--- src/hdl/sirg_pkg.sv ---
// sirg_pkg: field widths, command and health codes, register indexes and the
// state-change record shared by the sir graph node update block.
// No dependencies.
`default_nettype none

package sirg_pkg;

  localparam int CMD_W    = 2;
  localparam int NODE_F_W = 6;
  localparam int SLOT_F_W = 4;
  localparam int DEG_F_W  = 5;
  localparam int HL_W     = 2;
  localparam int PROB_BITS = 16;
  localparam int CNT_F_W  = 7;
  localparam int RATE_W   = 16;

  localparam logic [PROB_BITS-1:0] PROB_MASK = {PROB_BITS{1'b1}};

  // about 0.1 as a fraction of 65536
  localparam logic [RATE_W-1:0] RATE_RESET = 16'd6554;

  localparam logic [CMD_W-1:0] CMD_SLOT = 2'd0;
  localparam logic [CMD_W-1:0] CMD_SET  = 2'd1;
  localparam logic [CMD_W-1:0] CMD_STEP = 2'd2;

  localparam logic [HL_W-1:0] HL_S   = 2'd0;
  localparam logic [HL_W-1:0] HL_I   = 2'd1;
  localparam logic [HL_W-1:0] HL_R   = 2'd2;
  localparam logic [HL_W-1:0] HL_BAD = 2'd3;

  localparam logic REG_INFECT_RATE  = 1'b0;
  localparam logic REG_RECOVER_RATE = 1'b1;

  // one node moving between health states
  typedef struct packed {
    logic            en;
    logic [HL_W-1:0] src;
    logic [HL_W-1:0] dst;
  } health_move_t;

endpackage

`default_nettype wire

--- src/hdl/sirg_counts.sv ---
// sirg_counts: running counts of susceptible, infected and recovered nodes.
// Depends on sirg_pkg for health codes and the move record.
`default_nettype none

module sirg_counts #(
  parameter int NODES = 64
) (
  input  wire logic                         clk,
  input  wire logic                         rst,
  input  wire sirg_pkg::health_move_t       move,
  output logic      [$clog2(NODES+1)-1:0]   susceptible,
  output logic      [$clog2(NODES+1)-1:0]   infected,
  output logic      [$clog2(NODES+1)-1:0]   recovered
);

  import sirg_pkg::*;

  localparam int CNT_W = $clog2(NODES + 1);

  logic act;

  assign act = move.en && (move.src != move.dst);

  always_ff @(posedge clk) begin
    if (rst) begin
      susceptible <= CNT_W'(NODES);
      infected    <= '0;
      recovered   <= '0;
    end else if (act) begin
      if (move.src == HL_S) begin
        susceptible <= susceptible - 1'b1;
      end else if (move.dst == HL_S) begin
        susceptible <= susceptible + 1'b1;
      end
      if (move.src == HL_I) begin
        infected <= infected - 1'b1;
      end else if (move.dst == HL_I) begin
        infected <= infected + 1'b1;
      end
      if (move.src == HL_R) begin
        recovered <= recovered - 1'b1;
      end else if (move.dst == HL_R) begin
        recovered <= recovered + 1'b1;
      end
    end
  end

endmodule

`default_nettype wire

--- config.mk ---
export PLATFORM = sky130hd
export DESIGN_NAME = sirg_counts
export DESIGN_NICKNAME = d
export VERILOG_FILES = /design/src/hdl/sirg_pkg.sv /design/src/hdl/sirg_counts.sv
export SDC_FILE = /design/constraint.sdc
export NUM_CORES = 1
export LEC_CHECK = 0
export BUFFER_PORTS_ARGS = -buffer_cell sky130_fd_sc_hd__buf_2
export CAP_MARGIN = 20
export CORE_MARGIN = 2
export CORE_UTILIZATION = 57
export CTS_BUF_LIST = sky130_fd_sc_hd__clkbuf_2
export DETAILED_ROUTE_END_ITERATION = 7
export PLACE_DENSITY = 0.82
export SLEW_MARGIN = 20
export SYNTH_ARGS = -nofsm -noshare
export SYNTH_HDL_FRONTEND = slang
export SYNTH_SLANG_ARGS = --single-unit
--- constraint.sdc ---
create_clock -name clk -period 2.7 [get_ports clk]
set_input_delay 0.54 -clock clk [delete_from_list [all_inputs] [get_ports clk]]
set_output_delay 0.54 -clock clk [all_outputs]
set_load 0.1 [all_outputs]
==> results.txt, run 1 <==
port buffer count - 27
Worst path depth - 8
startpoint-to-endpoint class of the critical path - input pin to flop
synthesized net count - 181
Synth async-reset ratio - 0
maximum number of pins on one net before global-route repair - 31
final number of setup-violating endpoints - 0
number of enable-type register cells in the synthesized netlist - 0
remaining global-route overflow - 0
slowest CP cell - mux2_2
placement-stage worst setup slack - 0.2069 ns
antenna violations before repair - 0
cell type contributing the most total cell area after synthesis - dfxtp_1
Iteration-0 DRC Markers - 44
number of distinct library cells after synthesis - 36
number of rows created at floorplan - 17
ratio of total power to cell area - 471.7 nW/um2
worst-case clock buffer depth - 2
overall fraction of global-route tracks in use - 0.2490
Metal-1 WL - 1529 um
end of the critical path - infected[6]
Leak - 0.0006020 uW
via count of the first global-routing pass - 1182
drt total wl - 3252 um
overall die area - 2880 um2
layout overhead on the synthesized area - 9.520%
maximum net fanout on the critical path - 13
Residual DRC - 0
launch instance of the worst register-to-register path - susceptible[1]
final setup slack of the worst path - 0.5372 ns
final period utilization - 0.8010
worst stage delay on the critical path - 0.36 ns
unrepaired setup endpoints after global routing - false
final hold viol count - 0
utilization after layout - 0.6767
Resize count post-CTS - 0
actual transition at the worst max-transition pin - 0.8104 ns
placer congestion estimate - 0.8139
detailed-routed wire length on met3 - 151 um
outcome - finished, final reports clean
main area contributors after synthesis - dfxtp_1 (30%), mux2_2 (7.2%), a21oi_1 (5.3%)
num ports - 28
via/cell ratio - 6.344
post-synthesis cell count - 171
Final Slew Violations - 0
Die X - 53.67 um
Final #Nets - 201
mean cell area of the mapped netlist - 8.224 um2
clock buffer count from CTS - 3
R2R cell count - 7
final instance area - 1540 um2
area share of the largest cell type after synthesis - 0.2989
buffer and inverter count on the worst path - 1
tightest slew margin relative to the limit - 0.4558
number of warnings reported in the yosys synthesis log - 0
maximum achievable frequency - 462.4 MHz
number of antenna diodes - 0
CTS H-tree lvls - 1
Worst-Skew Late Latency - 0.33 ns
share of the yosys chip area belonging to registers - 0.2989
count of clock tree sinks - 21
TritonCTS clock tree - yes
register clock-pin slew on the reported worst setup and hold paths - 0.22 ns
cell-by-cell listing of the critical path - buf_2 -> nand2b_1 -> xnor2_1 -> ha_1 -> and3_1 -> nand4_1 -> a211oi_1 -> mux2_2
number of fill cells - 186
Final Critical Period - 2.163 ns
flip-flop and latch count after synthesis - 21
worst hold-check path type - input pin to flop
crit-path leading delay family - simple AND/OR/NAND/NOR gates
Starting Density - 0.6179
worst ir drop on vdd - 364.5 uV
hold bufs inserted after CTS - 0
clk_skew - 0.002615 ns
fraction of layout instances using a drive strength above 1 - 0.2263
first-pass GRT wire length - 5319 um
worst reg2reg setup slack - 0.62 ns
Primary FF master, synth - dfxtp_1
category of the worst setup path capture point - flop
Worst Path Required - 2.96 ns
CP startpoint kind - input pin
number of max-cap violations - 0
count leader, synth - dfxtp_1
first drt pass iteration count - 4
core box area - 2276 um2
vias post-DR - 1383
top routing layer used - met4
post-synth design cell area - 1406 um2
top cell types by occurrence after synthesis - dfxtp_1 (21), nor2_1 (19), a21oi_1 (15), nor2b_1 (11)
wire length on met2 - 1530 um
worst setup path startpoint - move[3]
Root Buffer - clkbuf_2
average detailed-routed wire length per instance - 14.92 um
remaining antenna violation count - 0
Arrival @ worst endpoint - 2.42 ns
terminus of the critical flop-to-flop path - susceptible[6]
HPWL after detailed placement - 2328 um
total setup buffers inserted after CTS - 0
area after detailed placement - 1520 um2
setup TNS - 0 ns
die boundary height - 53.67 um
## tightest hold or removal path, delay by kind of cell
family | cells | cell delay, ns
simple gates | 1 | 0.08
buf+inv | 1 | 0.14
compound gates | 1 | 0.05
## flip-flops by register name (all words and copies together) (netlist names)
signal and count:
infected 7, recovered 7, susceptible 7
## layer usage
layer,global-route usage,up-vias
met2,0.4370,41
li1,-,682
met5,0,-
met1,0.3179,654
met3,0.02500,6
met4,0.07692,0
## layout by cell type, fill, tap and decap left out, types with 2 or more instances in the layout
| cell type | synthesis | layout |
|---|---|---|
| nand4_1 | 9 | 9 |
| nand3b_1 | 3 | 3 |
| dfxtp_1 | 21 | 21 |
| a211oi_1 | 9 | 9 |
| a21oi_1 | 15 | 15 |
| o31ai_1 | 6 | 6 |
| xnor2_1 | 3 | 3 |
| and3_1 | 4 | 4 |
| nor3_1 | 2 | 2 |
| nor2_1 | 19 | 19 |
| ha_1 | 3 | 3 |
| clkbuf_2 | 0 | 3 |
| o21ai_0 | 7 | 7 |
| or3_1 | 3 | 3 |
| nor4_1 | 2 | 2 |
| buf_2 | 0 | 27 |
| mux2_2 | 9 | 9 |
| xnor2_2 | 2 | 2 |
| nor4b_1 | 2 | 2 |
| or4_1 | 8 | 8 |
| nand2b_1 | 2 | 2 |
| and2b_1 | 2 | 2 |
| nand3_1 | 7 | 7 |
| nor2b_1 | 11 | 11 |
## kinds of logic after synthesis
kind of cell	share of synthesized area
xor gates and xnor gates	0.04182
AOI/OAI and AO/OA	0.1913
buffers and inverters	0.04270
DFF	0.2989
and+or+nand+nor	0.3194
muxes	0.07918
adders and majority gates	0.02669
## power by group
part	switching, uW	internal [uW]
clock	105	33.6
sequential	23.8	325
combinational	179	59.9
## worst min path at each step
| stage | end | from | cells after the start | slack (ns) |
|---|---|---|---|---|
| after global routing | infected[1] | move[4] | 3 | 0.50 |
| after detailed placement | susceptible[5] | susceptible[5] | 2 | 0.50 |
| after global placement | susceptible[5] | susceptible[5] | 2 | 0.49 |
| after floorplan | infected[1] | move[4] | 2 | 0.70 |
| final | infected[1] | move[4] | 3 | 0.49 |
| after CTS | infected[1] | move[4] | 3 | 0.50 |
## final cells by class
| type | count | area, um2 | share of cell area |
|---|---|---|---|
| timing repair buffer | 27 | 135.1 | 0.08773 |
| multi-input combinational | 137 | 925.9 | 0.6011 |
| tap | 28 | 35.03 | 0.02275 |
| clock inverter | 1 | 5.005 | 0.003249 |
| clock buffer | 3 | 15.01 | 0.009748 |
| inverter | 1 | 3.754 | 0.002437 |
| sequential | 21 | 420.4 | 0.2729 |
## per-stage QoR
stage               total power, uW  hold slack (ns)  cells
floorplan                     552.6           0.6998    171
global placement              584.1           0.4942    214
detailed placement            592.4           0.5041    214
CTS                           723.7           0.4952    218
global route                  752.8           0.5038    218
finish                        726.5           0.4907    218
Power figures use the tool's default switching activity.
==> run 2, diff against run 1 <==
Settings changed: CORE_UTILIZATION 57 to 51, PLACE_DENSITY 0.82 to 0.78.
Clock period 2.7 ns to 1.9 ns, I/O delays scaled along.
==> results.txt, run 2 (synthesis results as in run 1) <==
outcome - finished, final reports clean
slowest CP cell - or4_1
number of antenna diodes - 0 (unchanged)
port buffer count - 27 (unchanged)
highest-count cells in the layout ignoring fill and taps - buf_2 (27), nor2_1 (18), buf_4 (16)
clock network fraction of total power - 0.181 (-0.010)
maximum number of pins on one net before global-route repair - 31 (unchanged)
terminus of the critical flop-to-flop path - susceptible[2]
area of combinational cells with multiple inputs - 968.4 um2 (+4.6%)
unrepaired setup endpoints after global routing - true
actual transition at the worst max-transition pin - 0.8976 ns (+0.08720 ns)
fraction of layout instances using a drive strength above 1 - 0.4078 (+0.1815)
drt total wl - 3384 um (+4.1%)
placer congestion estimate - 0.8285 (+1.8%)
clock buffer count from CTS - 3 (unchanged)
average detailed-routed wire length per instance - 14.28 um (-4.3%)
category of the worst setup path capture point - flop
worst reg2reg setup slack - 0.06 ns (-0.56 ns)
cell-by-cell listing of the critical path - or3_4 -> nand2_2 -> ha_4 -> mux2_4 -> or4_1 -> a21oi_1
Die X - 56.51 um (+5.3%)
overall die area - 3193 um2 (+11%)
worst ir drop on vdd - 522.3 uV (+43%)
fraction of met1 tracks used by global routing - 0.2786 (-0.03938)
die boundary height - 56.51 um (+5.3%)
commonest non-fill, non-tap cell in the layout - buf_2
fraction of power spent switching nets - 0.4079 (-0.01605)
final period utilization - 0.9688
Root Buffer - clkbuf_2
core box area - 2686 um2 (+18%)
tightest slew margin relative to the limit - 0.3973 (-0.05855)
maximum net fanout on the critical path - 3 (-10)
vias post-DR - 1463 (+5.8%)
worst hold-check path type - input pin to flop
layout overhead on the synthesized area - 23.40%
antenna violations before repair - 0 (unchanged)
launch instance of the worst register-to-register path - susceptible[1]
setup TNS - 0 ns (unchanged)
maximum achievable frequency - 543.3 MHz
Residual DRC - 0 (unchanged)
proportion of power drawn by combinational gates - 0.354 (+0.025)
Leak - 0.0006894 uW (+15%)
non-filler cells in the finished layout - 237 (+8.7%)
worst stage delay on the critical path - 0.40 ns (+0.04 ns)
num ports - 28 (unchanged)
register clock-pin slew on the reported worst setup and hold paths - 0.20 ns (-0.02 ns)
Worst-Skew Late Latency - 0.31 ns (-0.02 ns)
number of fill cells - 240 (+29%)
overall fraction of global-route tracks in use - 0.2205 (-0.02846)
CTS H-tree lvls - 1 (unchanged)
registers with the most flip-flops - infected (7), recovered (7), susceptible (7)
end of the critical path - susceptible[2]
first-pass GRT wire length - 5692 um (+7.0%)
startpoint-to-endpoint class of the critical path - flop to flop
CP startpoint kind - flop
ratio of total power to cell area - 613.8 nW/um2 (+30%)
Worst Path Required - 2.16 ns (-0.80 ns)
# placed instances - 230 (+7.5%)
number of max-cap violations - 0 (unchanged)
Sw Pwr - 434.5 uW (+41%)
final hold viol count - 0 (unchanged)
hold bufs inserted after CTS - 0 (unchanged)
global routing usage on met2 - 0.3821 (-0.05493)
Arrival @ worst endpoint - 2.10 ns (-0.32 ns)
area after detailed placement - 1669 um2 (+9.8%)
TritonCTS clock tree - yes
worst setup path startpoint - susceptible[1]
via count of the first global-routing pass - 1305 (+10%)
R2R cell count - 6 (-1)
Starting Density - 0.5235 (-0.09440)
Final Critical Period - 1.841 ns
count of clock tree sinks - 21 (unchanged)
final setup slack of the worst path - 0.05937 ns (-0.4778 ns)
via/cell ratio - 6.173 (-2.7%)
Final #Nets - 217 (+8.0%)
busiest layer in global routing - met2
HPWL after detailed placement - 2462 um (+5.8%)
Flop pwr share - 0.465 (-0.015)
Iteration-0 DRC Markers - 77 (+75%)
placement-stage worst setup slack - -0.2072 ns (-0.4141 ns)
worst-case clock buffer depth - 2 (unchanged)
clk_skew - 0.0008075 ns (-0.001808 ns)
number of rows created at floorplan - 19 (+2)
remaining antenna violation count - 0 (unchanged)
GR met3 Demand/Resource - 0.02074 (-0.004263)
first drt pass iteration count - 4 (unchanged)
remaining global-route overflow - 0 (unchanged)
final number of setup-violating endpoints - 0 (unchanged)
final instance area - 1735 um2 (+13%)
Pint - 630.8 uW (+51%)
Final Slew Violations - 0 (unchanged)
register area - 449.2 um2 (+6.8%)
## run 2: cell types whose count changed in the layout (fill, tap and decap cells not counted), sizes merged
cell    previous run  this run
clkbuf             3         4
buf               27        43
clkinv             1         0
## run 2: how the worst min path moves through the flow
stage | from | end | slack [ns] | cells after the start
2_1_floorplan | move[4] | infected[1] | 0.53 | 2
3_3_place_gp | susceptible[5] | susceptible[5] | 0.49 | 2
3_5_place_dp | susceptible[3] | susceptible[3] | 0.51 | 2
4_1_cts | move[4] | recovered[1] | 0.32 | 3
5_1_grt | move[4] | infected[1] | 0.33 | 3
6_report | move[4] | susceptible[1] | 0.33 | 3
## run 2: through the flow
step | hold slack (ns) | power (uW) | util
after detailed placement | 0.5078 | 870.3 | 0.6213
after global routing | 0.3348 | 1122 | 0.6460
final | 0.3341 | 1065 | 0.6460
after global placement | 0.4900 | 858.5 | 0.6213
after floorplan | 0.5295 | 792.7 | -
after CTS | 0.3238 | 1062 | 0.6316
## run 2: cell type report
type | instances | share of cell area
tap | 31 | 0.02235
sequential | 21 | 0.2588
clock buffer | 4 | 0.01154
multi-input combinational | 137 | 0.5580
timing repair buffer | 43 | 0.1471
inverter | 1 | 0.002163
## run 2: critical path: cells and delay by family (launching register included)
kind	cells	cell delay (ns)
AOI/OAI and AO/OA	1	0.12
adders and majority gates	1	0.14
DFF	1	0.38
muxes	1	0.30
and+or+nand+nor	3	0.85
## run 2: power groups by stage
stage | combinational, uW | sequential, uW | clock, uW
2_1_floorplan | 149 | 644 | 0
3_3_place_gp | 357 | 502 | 0
3_5_place_dp | 367 | 503 | 0
4_1_cts | 369 | 494 | 199
5_1_grt | 406 | 500 | 216
6_report | 377 | 495 | 193
## run 2: per-layer routing
| metal | part of all wire | vias up |
|---|---|---|
| met5 | 0 | - |
| met4 | 0.0080 | 0 |
| met3 | 0.030 | 4 |
| met2 | 0.50 | 34 |
| met1 | 0.46 | 706 |
| li1 | - | 719 |
## run 2: timing repair
item	4_1_cts	5_1_grt
resized for setup	0	5
pin swaps	0	2
setup buffers	1	2
setup endpoints to repair	1	6
