--- src/hdl/sirg_ram.sv ---
// sirg_ram: generic one-write, one-read memory with registered read data.
// No dependencies.
`default_nettype none

module sirg_ram #(
  parameter int WIDTH = 8,
  parameter int DEPTH = 64
) (
  input  wire logic                     clk,
  input  wire logic                     we,
  input  wire logic [$clog2(DEPTH)-1:0] waddr,
  input  wire logic [WIDTH-1:0]         wdata,
  input  wire logic [$clog2(DEPTH)-1:0] raddr,
  output logic      [WIDTH-1:0]         rdata
);

  logic [WIDTH-1:0] mem [DEPTH];

  always_ff @(posedge clk) begin
    if (we) begin
      mem[waddr] <= wdata;
    end
    rdata <= mem[raddr];
  end

endmodule

`default_nettype wire

--- config.mk ---
export PLATFORM = sky130hd
export DESIGN_NAME = sirg_ram
export DESIGN_NICKNAME = d
export VERILOG_FILES = /design/src/hdl/sirg_ram.sv
export SDC_FILE = /design/constraint.sdc
export NUM_CORES = 1
export LEC_CHECK = 0
export BUFFER_PORTS_ARGS = -buffer_cell sky130_fd_sc_hd__buf_2
export CORE_ASPECT_RATIO = 1.1
export CORE_MARGIN = 2
export CORE_UTILIZATION = 35
export CTS_CLUSTER_SIZE = 25
export DETAILED_ROUTE_END_ITERATION = 10
export HOLD_SLACK_MARGIN = 0.15
export PLACE_DENSITY = 0.5
export SYNTH_ARGS = -nofsm -noshare
export SYNTH_HDL_FRONTEND = slang
export SYNTH_SLANG_ARGS = --single-unit
--- constraint.sdc ---
create_clock -name clk -period 1.9 [get_ports clk]
set_clock_uncertainty 0.05 [all_clocks]
set_input_delay 0.19 -clock clk [delete_from_list [all_inputs] [get_ports clk]]
set_output_delay 0.19 -clock clk [all_outputs]
set_load 0.01 [all_outputs]
==> impl_metrics.json, run 1 <==
{
  "first_iter_violations": 893,
  "async_flop_share_pct": 0,
  "synth_nets": 962,
  "synth_fa_ha_area_share_pct": 0,
  "rsz0062_at_grt": "yes",
  "p_leak_nw": 7.94,
  "cts_sinks": 520,
  "synth.distinct_cells": 40,
  "worst_slew_pin_slew_ns": 1.20,
  "required_ns": 2.32,
  "vias": 10100,
  "die_h_um": 256,
  "grt_max_degree": 65,
  "critPathLaunch": "mem[21][4]$_DFFE_PP_",
  "cts_setup_buffers": 0,
  "synth_top_family_by_area": "multiplexers",
  "grt_use_total_pct": 17.1,
  "max_cap_viol_count": 0,
  "synth-edff-count": 512,
  "pwr-share-comb_pct": 5.6,
  "nFillCells": 5071,
  "synth.area.mux_share_pct": 15.9,
  "grt_first_pass_wirelength_mm": 73.1,
  "critPathArrivalTime_ns": 2.35,
  "setup_violations": 2,
  "p_sw_mw": 5.21,
  "syn2layout_area_growth_pct": 20.8,
  "die_w_um": 233,
  "initial_utilization_pct": 35.3,
  "ant_nets": 0,
  "sequentialPowerShare_pct": 50.5,
  "relSlewSlack_pct": 19.7,
  "cp-end-kind": "flop",
  "status": "finished, violations left",
  "rr_startpoint": "mem[21][4]$_DFFE_PP_",
  "ios": 30,
  "placementRows": 92,
  "hold_viol_final": 0,
  "io_buffers": 29,
  "syn_inst": 940,
  "cts-root-buf": "clkbuf_16",
  "netSwitchingFraction_pct": 20.6,
  "power_mw": 25.2,
  "violations": "negative setup slack",
  "ys_warn_count": 0,
  "dp_slack_ns": -0.566,
  "layout_min_cycle_time_ns": 1.93,
  "maxSlewViolCount": 0,
  "clockPowerShare_pct": 43.9,
  "path_max_fanout": 1,
  "powerDensity_nw_per_um2": 1040,
  "hpwl_mm": 32.1,
  "synth_compound_area_share_pct": 2.07,
  "htree_levels": 2,
  "clockBufferDepth": 3,
  "syn_area_um2": 20200,
  "ys_seq_elements": 520,
  "yosysSeqAreaShare_pct": 77.0,
  "insertion_delay_ns": 0.60,
  "synthSimpleGateAreaFrac_pct": 3.39,
  "worstPathCellList": "mux4_2 -> mux2_4 -> o221a_2 -> nor3_4 -> o32ai_1",
  "final_cell_mix": "edfxtp_1 (512), buf_4 (161), mux4_2 (126)",
  "gp_congestion": 0.786,
  "avgSynthCellArea_um2": 21.5,
  "drive_above_1_share_pct": 36.4,
  "start_kind": "flop",
  "hold_start": "raddr[3]",
  "dr.pass1.iters": 4,
  "grt_overflow": 0,
  "slowest_stage": "mux4_2",
  "vias_per_cell": 5.18,
  "post-route-period-util_pct": 101,
  "peakVddDrop_mv": 0.646,
  "num-nets-final": 1170,
  "max_clock_freq_mhz": 519,
  "synth_xor_area_share_pct": 0,
  "cpPeakStageDelay_ns": 0.49,
  "wl_per_cell_um": 25.8,
  "antenna_found_initial": 4,
  "worst_hold_path_type": "in2reg",
  "synth-main-ff-cell": "edfxtp_1",
  "layout_commonest_cell": "edfxtp_1",
  "path_class": "reg2reg",
  "path_clk_slew_ns": 0.06,
  "grt_pass1_vias": 10500,
  "cellInternalPower_mw": 20.0,
  "cts_tree": "yes",
  "core_um2": 57100,
  "wirelength_mm": 50.1,
  "drc": 0,
  "finalWorstSetupSlack_ns": -0.0257,
  "cts_buffers": 55,
  "dieArea_um2": 59600
}
path summary, 6_finish.rpt:
kind / end / slack, ns / cells after the start
max: rdata[4]$_DFF_P_ / -0.03 / 5
min: rdata[3]$_DFF_P_ / 0.09 / 4
max reg2reg: rdata[4]$_DFF_P_ / -0.03 / 5
min reg2reg: rdata[0]$_DFF_P_ / 0.86 / 5
logic make-up (layout without fill, tap and decap cells):
kind of cell    after synthesis  in the layout
simple gates                153            153
flops                       520            520
mux                         162            162
other cells                   0              1
buf+inv                      51            302
compound gates               54             54
Yosys cell counts (all sizes together) (3+ instances only):
master / instances / area share [%]
a211oi: 4 / 0.15
a21oi: 3 / 0.074
a221oi: 6 / 0.26
a22oi: 3 / 0.11
buf: 34 / 1.3
clkbuf: 17 / 0.32
dfxtp: 8 / 0.79
edfxtp: 512 / 76
mux2: 13 / 0.73
mux2i: 23 / 1.1
mux4: 126 / 14
nand2: 19 / 0.35
nand2b: 7 / 0.22
nand3: 13 / 0.32
nand3b: 3 / 0.11
nor2: 83 / 1.5
nor2b: 14 / 0.43
nor3: 7 / 0.17
o2111ai: 3 / 0.13
o21ai: 4 / 0.099
o221ai: 8 / 0.35
o22ai: 8 / 0.25
o2bb2ai: 3 / 0.13
state kept, by name (all words and copies together), names as in the netlist:
register / cells
mem: 512
rdata: 8
repair_timing:
| action | 4_1_cts | 5_1_grt |
|---|---|---|
| hold endpoints to repair | 136 | 7 |
| setup endpoints to repair | 5 | 7 |
| hold buffers | 2 | 1 |
| pin swaps | 3 | 1 |
| gates resized for setup | 11 | 9 |
critical path: cells and delay by family (launching register included):
family	cells	cell delay (ns)
AOI/OAI and AO/OA	2	0.42
and+or+nand+nor	1	0.17
DFF	1	0.36
muxes	2	0.79
power by group through the flow:
stage / Combinational, mW / Clock, mW / Sequential (mW)
CTS: 1.41 / 11.3 / 12.7
finish: 1.40 / 11.1 / 12.7
global route: 1.51 / 11.8 / 12.7
detailed placement: 1.39 / 0 / 13.0
floorplan: 0.677 / 0 / 13.0
global placement: 1.38 / 0 / 13.0
through the flow:
stage / TNS [ns] / area, µm² / cells / util (%) / hold slack [ns]
2_1_floorplan: 0 / 20200 / 940 / - / 0.239
4_1_cts: -0.0426 / 24300 / 1942 / 42.6 / -0.0362
3_3_place_gp: -3.91 / 22400 / 1840 / 39.2 / 0.571
3_5_place_dp: -3.86 / 22400 / 1840 / 39.2 / 0.570
5_1_grt: -0.250 / 24400 / 1943 / 42.7 / 0.0659
6_report: -0.0296 / 24400 / 1944 / 42.7 / 0.0875
area by class of cell:
type,count,area (µm²),area share (%)
clock inverter,36,442,1.81
sequential,520,15500,63.7
timing repair buffer,202,1600,6.58
clock buffer,64,1430,5.87
multi-input combinational,369,4420,18.1
antenna,1,2.50,0.0103
tap,752,941,3.86
per-layer routing:
layer	GRT usage, %	up-vias	wire length [µm]
met5	0	-	40
li1	-	4347	-
met1	24.0	5379	21700
met3	2.85	73	2830
met2	27.4	265	24300
met4	5.34	6	1280
(Power assumes the default switching activity.)
==> inputs of run 2 (changes only) <==
PLACE_DENSITY = not set   (was 0.5)
SKIP_LAST_GASP = 1   (was not set)
==> run 2 against run 1 <==
The flow finishes with violations (negative hold slack, negative setup slack). Register-to-register slack about the same. Worst hold slack lost 0.11 ns. Wire length is 8.9% lower. Final cell count fell by 1.2%. Core utilization is 0.87 points lower. Global-route usage decreased by 1.5 points. Design area down 2.0%. Sequential share of layout area rose by 1.3 points.
==> impl_metrics.json, run 2 (synthesis gave the netlist of run 1 again) <==
{
  "htree_levels": 2,
  "path_clk_slew_ns": 0.06,
  "die_h_um": 256,
  "peakVddDrop_mv": 0.590,
  "cts_sinks": 520,
  "p_leak_nw": 7.68,
  "critPathArrivalTime_ns": 2.32,
  "path_max_fanout": 1,
  "cts_hold_buf": 5,
  "placementRows": 92,
  "layout_min_cycle_time_ns": 1.93,
  "ios": 30,
  "drive_above_1_share_pct": 33.6,
  "initial_utilization_pct": 35.3,
  "wirelength_mm": 45.6,
  "wl_per_cell_um": 23.8,
  "place_inst": 1823,
  "worst_slew_pin_slew_ns": 1.14,
  "hold_slack_ns": -0.0200,
  "worst_hold_path_type": "in2reg",
  "hpwl_mm": 29.6,
  "cts_setup_buffers": 0,
  "num-nets-final": 1152,
  "nFillCells": 5022,
  "use_met3_pct": 3.70,
  "powerDensity_nw_per_um2": 987,
  "status": "finished, violations left",
  "violations": "negative hold slack, negative setup slack",
  "cts_buffers": 52,
  "largest_register": "mem",
  "layout_commonest_cell": "edfxtp_1",
  "finalWorstSetupSlack_ns": -0.0263,
  "core_um2": 57100,
  "start_kind": "flop",
  "grt_max_degree": 65,
  "fin_setup_tns_ns": -0.0263,
  "vias_per_cell": 5.15,
  "grt_overflow": 0,
  "maxSlewViolCount": 0,
  "insertion_delay_ns": 0.58,
  "max_cap_viol_count": 0,
  "met1_usage_pct": 21.2,
  "post-route-period-util_pct": 101,
  "largest_reg_flops": 512,
  "grt.busiest_layer": "met2",
  "syn2layout_area_growth_pct": 18.4,
  "antenna_found_initial": 1,
  "grt_pass1_vias": 10200,
  "drc": 0,
  "max_clock_freq_mhz": 519,
  "rsz0062_at_grt": "yes",
  "ant_nets": 0,
  "path_class": "reg2reg",
  "dieArea_um2": 59600,
  "die_w_um": 233,
  "hold_viol_final": 3,
  "final_cell_mix": "edfxtp_1 (512), buf_4 (148), mux4_2 (126)",
  "setup_violations": 1,
  "fin_cells": 1921,
  "dr.pass1.iters": 5,
  "grt_first_pass_wirelength_mm": 68.0,
  "gp_congestion": 0.794,
  "io_buffers": 29,
  "use_met2_pct": 25.1,
  "relSlewSlack_pct": 24.1,
  "largestRegisters": "mem: 512 flops, rdata: 8 flops",
  "cp-end-kind": "flop",
  "clockBufferDepth": 3,
  "required_ns": 2.30,
  "vias": 9894,
  "first_iter_violations": 780,
  "cts-root-buf": "clkbuf_16",
  "grt_use_total_pct": 15.6,
  "cts_tree": "yes"
}
## run 2: layout make-up
class	instances	area, µm²	area share (%)
Clock buffer	63	1360	5.71
Sequential cell	520	15500	65.1
Tap cell	752	941	3.94
Timing Repair Buffer	187	1450	6.05
Clock inverter	29	195	0.818
Antenna cell	1	2.50	0.0105
Multi-Input combinational cell	369	4390	18.4
## run 2: repair_timing
item,CTS,global route
setup endpoints to repair,5,7
gates resized for setup,10,6
pin swaps,2,1
cloned,0,0
endpoints found under the hold margin,99,7
## run 2: power by group
part	internal [mW]	switching (mW)	total, mW
Clock	5.45	4.05	9.50
Sequential	12.7	0.0459	12.7
Combinational	0.564	0.762	1.33
Total	18.7	4.86	23.6
## run 2: worst max-delay path: stages (launching register included)
cell and delay, ns:
edfxtp_1 0.36, mux4_2 0.49, mux2_4 0.28, o221a_4 0.26, nor3_2 0.10, buf_4 0.16
o32ai_2 0.09
## run 2: final timing paths
path,from,end,slack [ns],cells after the start
setup / recovery,mem[29][4]$_DFFE_PP_,rdata[4]$_DFF_P_,-0.03,6
hold / removal,raddr[5],rdata[1]$_DFF_P_,-0.02,3
setup reg to reg,mem[29][4]$_DFFE_PP_,rdata[4]$_DFF_P_,-0.03,6
hold reg to reg,mem[31][6]$_DFFE_PP_,rdata[6]$_DFF_P_,0.84,3
## run 2: metrics by stage
step	area [µm²]	utilization [%]	power, mW	setup slack [ns]	hold slack [ns]
finish	23900	41.8	23.6	-0.0263	-0.0200
global route	23900	41.8	24.3	-0.0628	-0.0328
CTS	23900	41.8	23.8	-0.0594	-0.0560
detailed placement	22200	38.9	14.3	-0.488	0.559
global placement	22200	38.9	14.3	-0.476	0.556
floorplan	20200	-	13.6	0.0200	0.239
## run 2: per-layer routing
metal	vias up	share of wire, %	wire (µm)
li1	4308	-	-
met1	5207	42	19300
met2	301	49	22200
met3	78	6.5	2980
met4	0	2.5	1150
met5	-	0	0
==> inputs of run 3 (changes only) <==
BUFFER_PORTS_ARGS = not set   (was -buffer_cell sky130_fd_sc_hd__buf_2)
DONT_BUFFER_PORTS = 1   (was not set)
GPL_ROUTABILITY_DRIVEN = 0   (was not set)
==> run 3 against run 2 <==
The flow still finishes with violations (negative hold slack, negative setup slack). Design area down 0.98%. Count of clock-buffer cells in the layout is 3 lower. Global-route usage fell by 0.16 points. Sequential share of layout area rose by 0.64 points. Non-clock buffer count shrank 74. Clock power up 4.0%. Critical path type unchanged.
==> impl_metrics.json, run 3 (synthesis gave the netlist of run 1 again) <==
{
  "status": "finished, violations left",
  "violations": "negative hold slack, negative setup slack",
  "critPathArrivalTime_ns": 2.42,
  "dp_slack_ns": -0.416,
  "fin_setup_tns_ns": -0.190,
  "start_kind": "flop",
  "antenna_found_initial": 1,
  "htree_levels": 2,
  "grt_first_pass_wirelength_mm": 67.3,
  "grt_overflow": 0,
  "max_cap_viol_count": 0,
  "dieArea_um2": 59600,
  "cts_sinks": 520,
  "rsz0062_at_grt": "yes",
  "drive_above_1_share_pct": 29.7,
  "first_iter_violations": 885,
  "p_leak_nw": 7.43,
  "finalWorstSetupSlack_ns": -0.142,
  "die_w_um": 233,
  "relSlewSlack_pct": 60.8,
  "io_buffers": 0,
  "vias": 9571,
  "fin_area_um2": 23600,
  "final_cell_mix": "edfxtp_1 (512), mux4_2 (126), buf_4 (87)",
  "max_clock_freq_mhz": 490,
  "cts_setup_buffers": 0,
  "largestRegisters": "mem: 512 flops, rdata: 8 flops",
  "ios": 30,
  "dr.pass1.iters": 7,
  "maxSlewViolCount": 0,
  "core_um2": 57100,
  "cts_buffers": 51,
  "powerDensity_nw_per_um2": 1000,
  "post-route-period-util_pct": 107,
  "wirelength_mm": 44.9,
  "initial_utilization_pct": 35.3,
  "wl_per_cell_um": 24.3,
  "ant_nets": 0,
  "die_h_um": 256,
  "grt_use_total_pct": 15.4,
  "setup_violations": 3,
  "peakVddDrop_mv": 0.724,
  "cts_tree": "yes",
  "worst_slew_pin_slew_ns": 0.587,
  "placementRows": 92,
  "drc": 0,
  "final_core_util_pct": 41.4,
  "clockBufferDepth": 3,
  "layout_min_cycle_time_ns": 2.04,
  "cts-root-buf": "clkbuf_16",
  "required_ns": 2.28,
  "num-nets-final": 1077,
  "grt_max_degree": 138,
  "cts_hold_buf": 26,
  "path_max_fanout": 1,
  "hold_slack_ns": -0.312,
  "grt_pass1_vias": 10100,
  "layout_commonest_cell": "edfxtp_1",
  "hold_viol_final": 8,
  "vias_per_cell": 5.19,
  "insertion_delay_ns": 0.59,
  "largest_reg_flops": 512,
  "place_area_um2": 21400,
  "cp-end-kind": "flop",
  "largest_register": "mem",
  "worst_hold_path_type": "in2reg",
  "path_class": "reg2reg",
  "syn2layout_area_growth_pct": 17.2,
  "antenna_cells": 0,
  "hpwl_mm": 25.4,
  "path_clk_slew_ns": 0.06
}
-- run 3: power breakdown --
part,total (mW),switching (mW),internal [mW]
registers,12.7,0.0536,12.7
logic,1.02,0.519,0.496
clock network,9.88,4.14,5.74
-- run 3: final cells by class --
| cell class | instances | area (µm²) |
|---|---|---|
| well taps | 752 | 941 |
| multi-input cells | 369 | 4470 |
| clock buffers | 60 | 1350 |
| flip-flops and latches | 520 | 15500 |
| fillers | 5041 | 33500 |
| clock inverters | 31 | 274 |
| repair buffers | 113 | 1070 |
-- run 3: critical path, stage by stage (launching register included) --
cell and delay (ns):
edfxtp_1 0.36, mux4_2 0.47, mux2_2 0.28, o221a_4 0.28
nor3_4 0.27, o32ai_4 0.18
-- run 3: path summary, 6_finish.rpt --
check / slack, ns / cells after the start / startpoint / endpoint
worst max-delay path: -0.14 / 5 / mem[29][6]$_DFFE_PP_ / rdata[6]$_DFF_P_
worst min-delay path: -0.31 / 1 / raddr[5] / rdata[3]$_DFF_P_
worst max register to register: -0.14 / 5 / mem[29][6]$_DFFE_PP_ / rdata[6]$_DFF_P_
worst min register to register: 0.84 / 3 / mem[30][4]$_DFFE_PP_ / rdata[4]$_DFF_P_
-- run 3: timing repair --
item / CTS / global route
pin swaps: 5 / 4
hold endpoints to repair: 739 / 8
setup endpoints to repair: 5 / 24
resized for setup: 18 / 14
-- run 3: metrics by stage --
stage          power (mW)  hold WS (ns)  std cells
6_report             23.6        -0.312       1845
5_1_grt              24.3        -0.335       1845
4_1_cts              23.8        -0.355       1845
3_5_place_dp         13.7         0.245       1728
3_3_place_gp         13.7         0.246       1728
2_1_floorplan        13.6         0.239        940
-- run 3: routing by layer --
metal  GRT usage (%)  share of wire [%]  vias up
li1                -                  -     4156
met1            21.2                 43     5075
met2            24.6                 49      286
met3            3.65                6.9       52
met4            4.23                1.8        2
met5               0              0.029        -
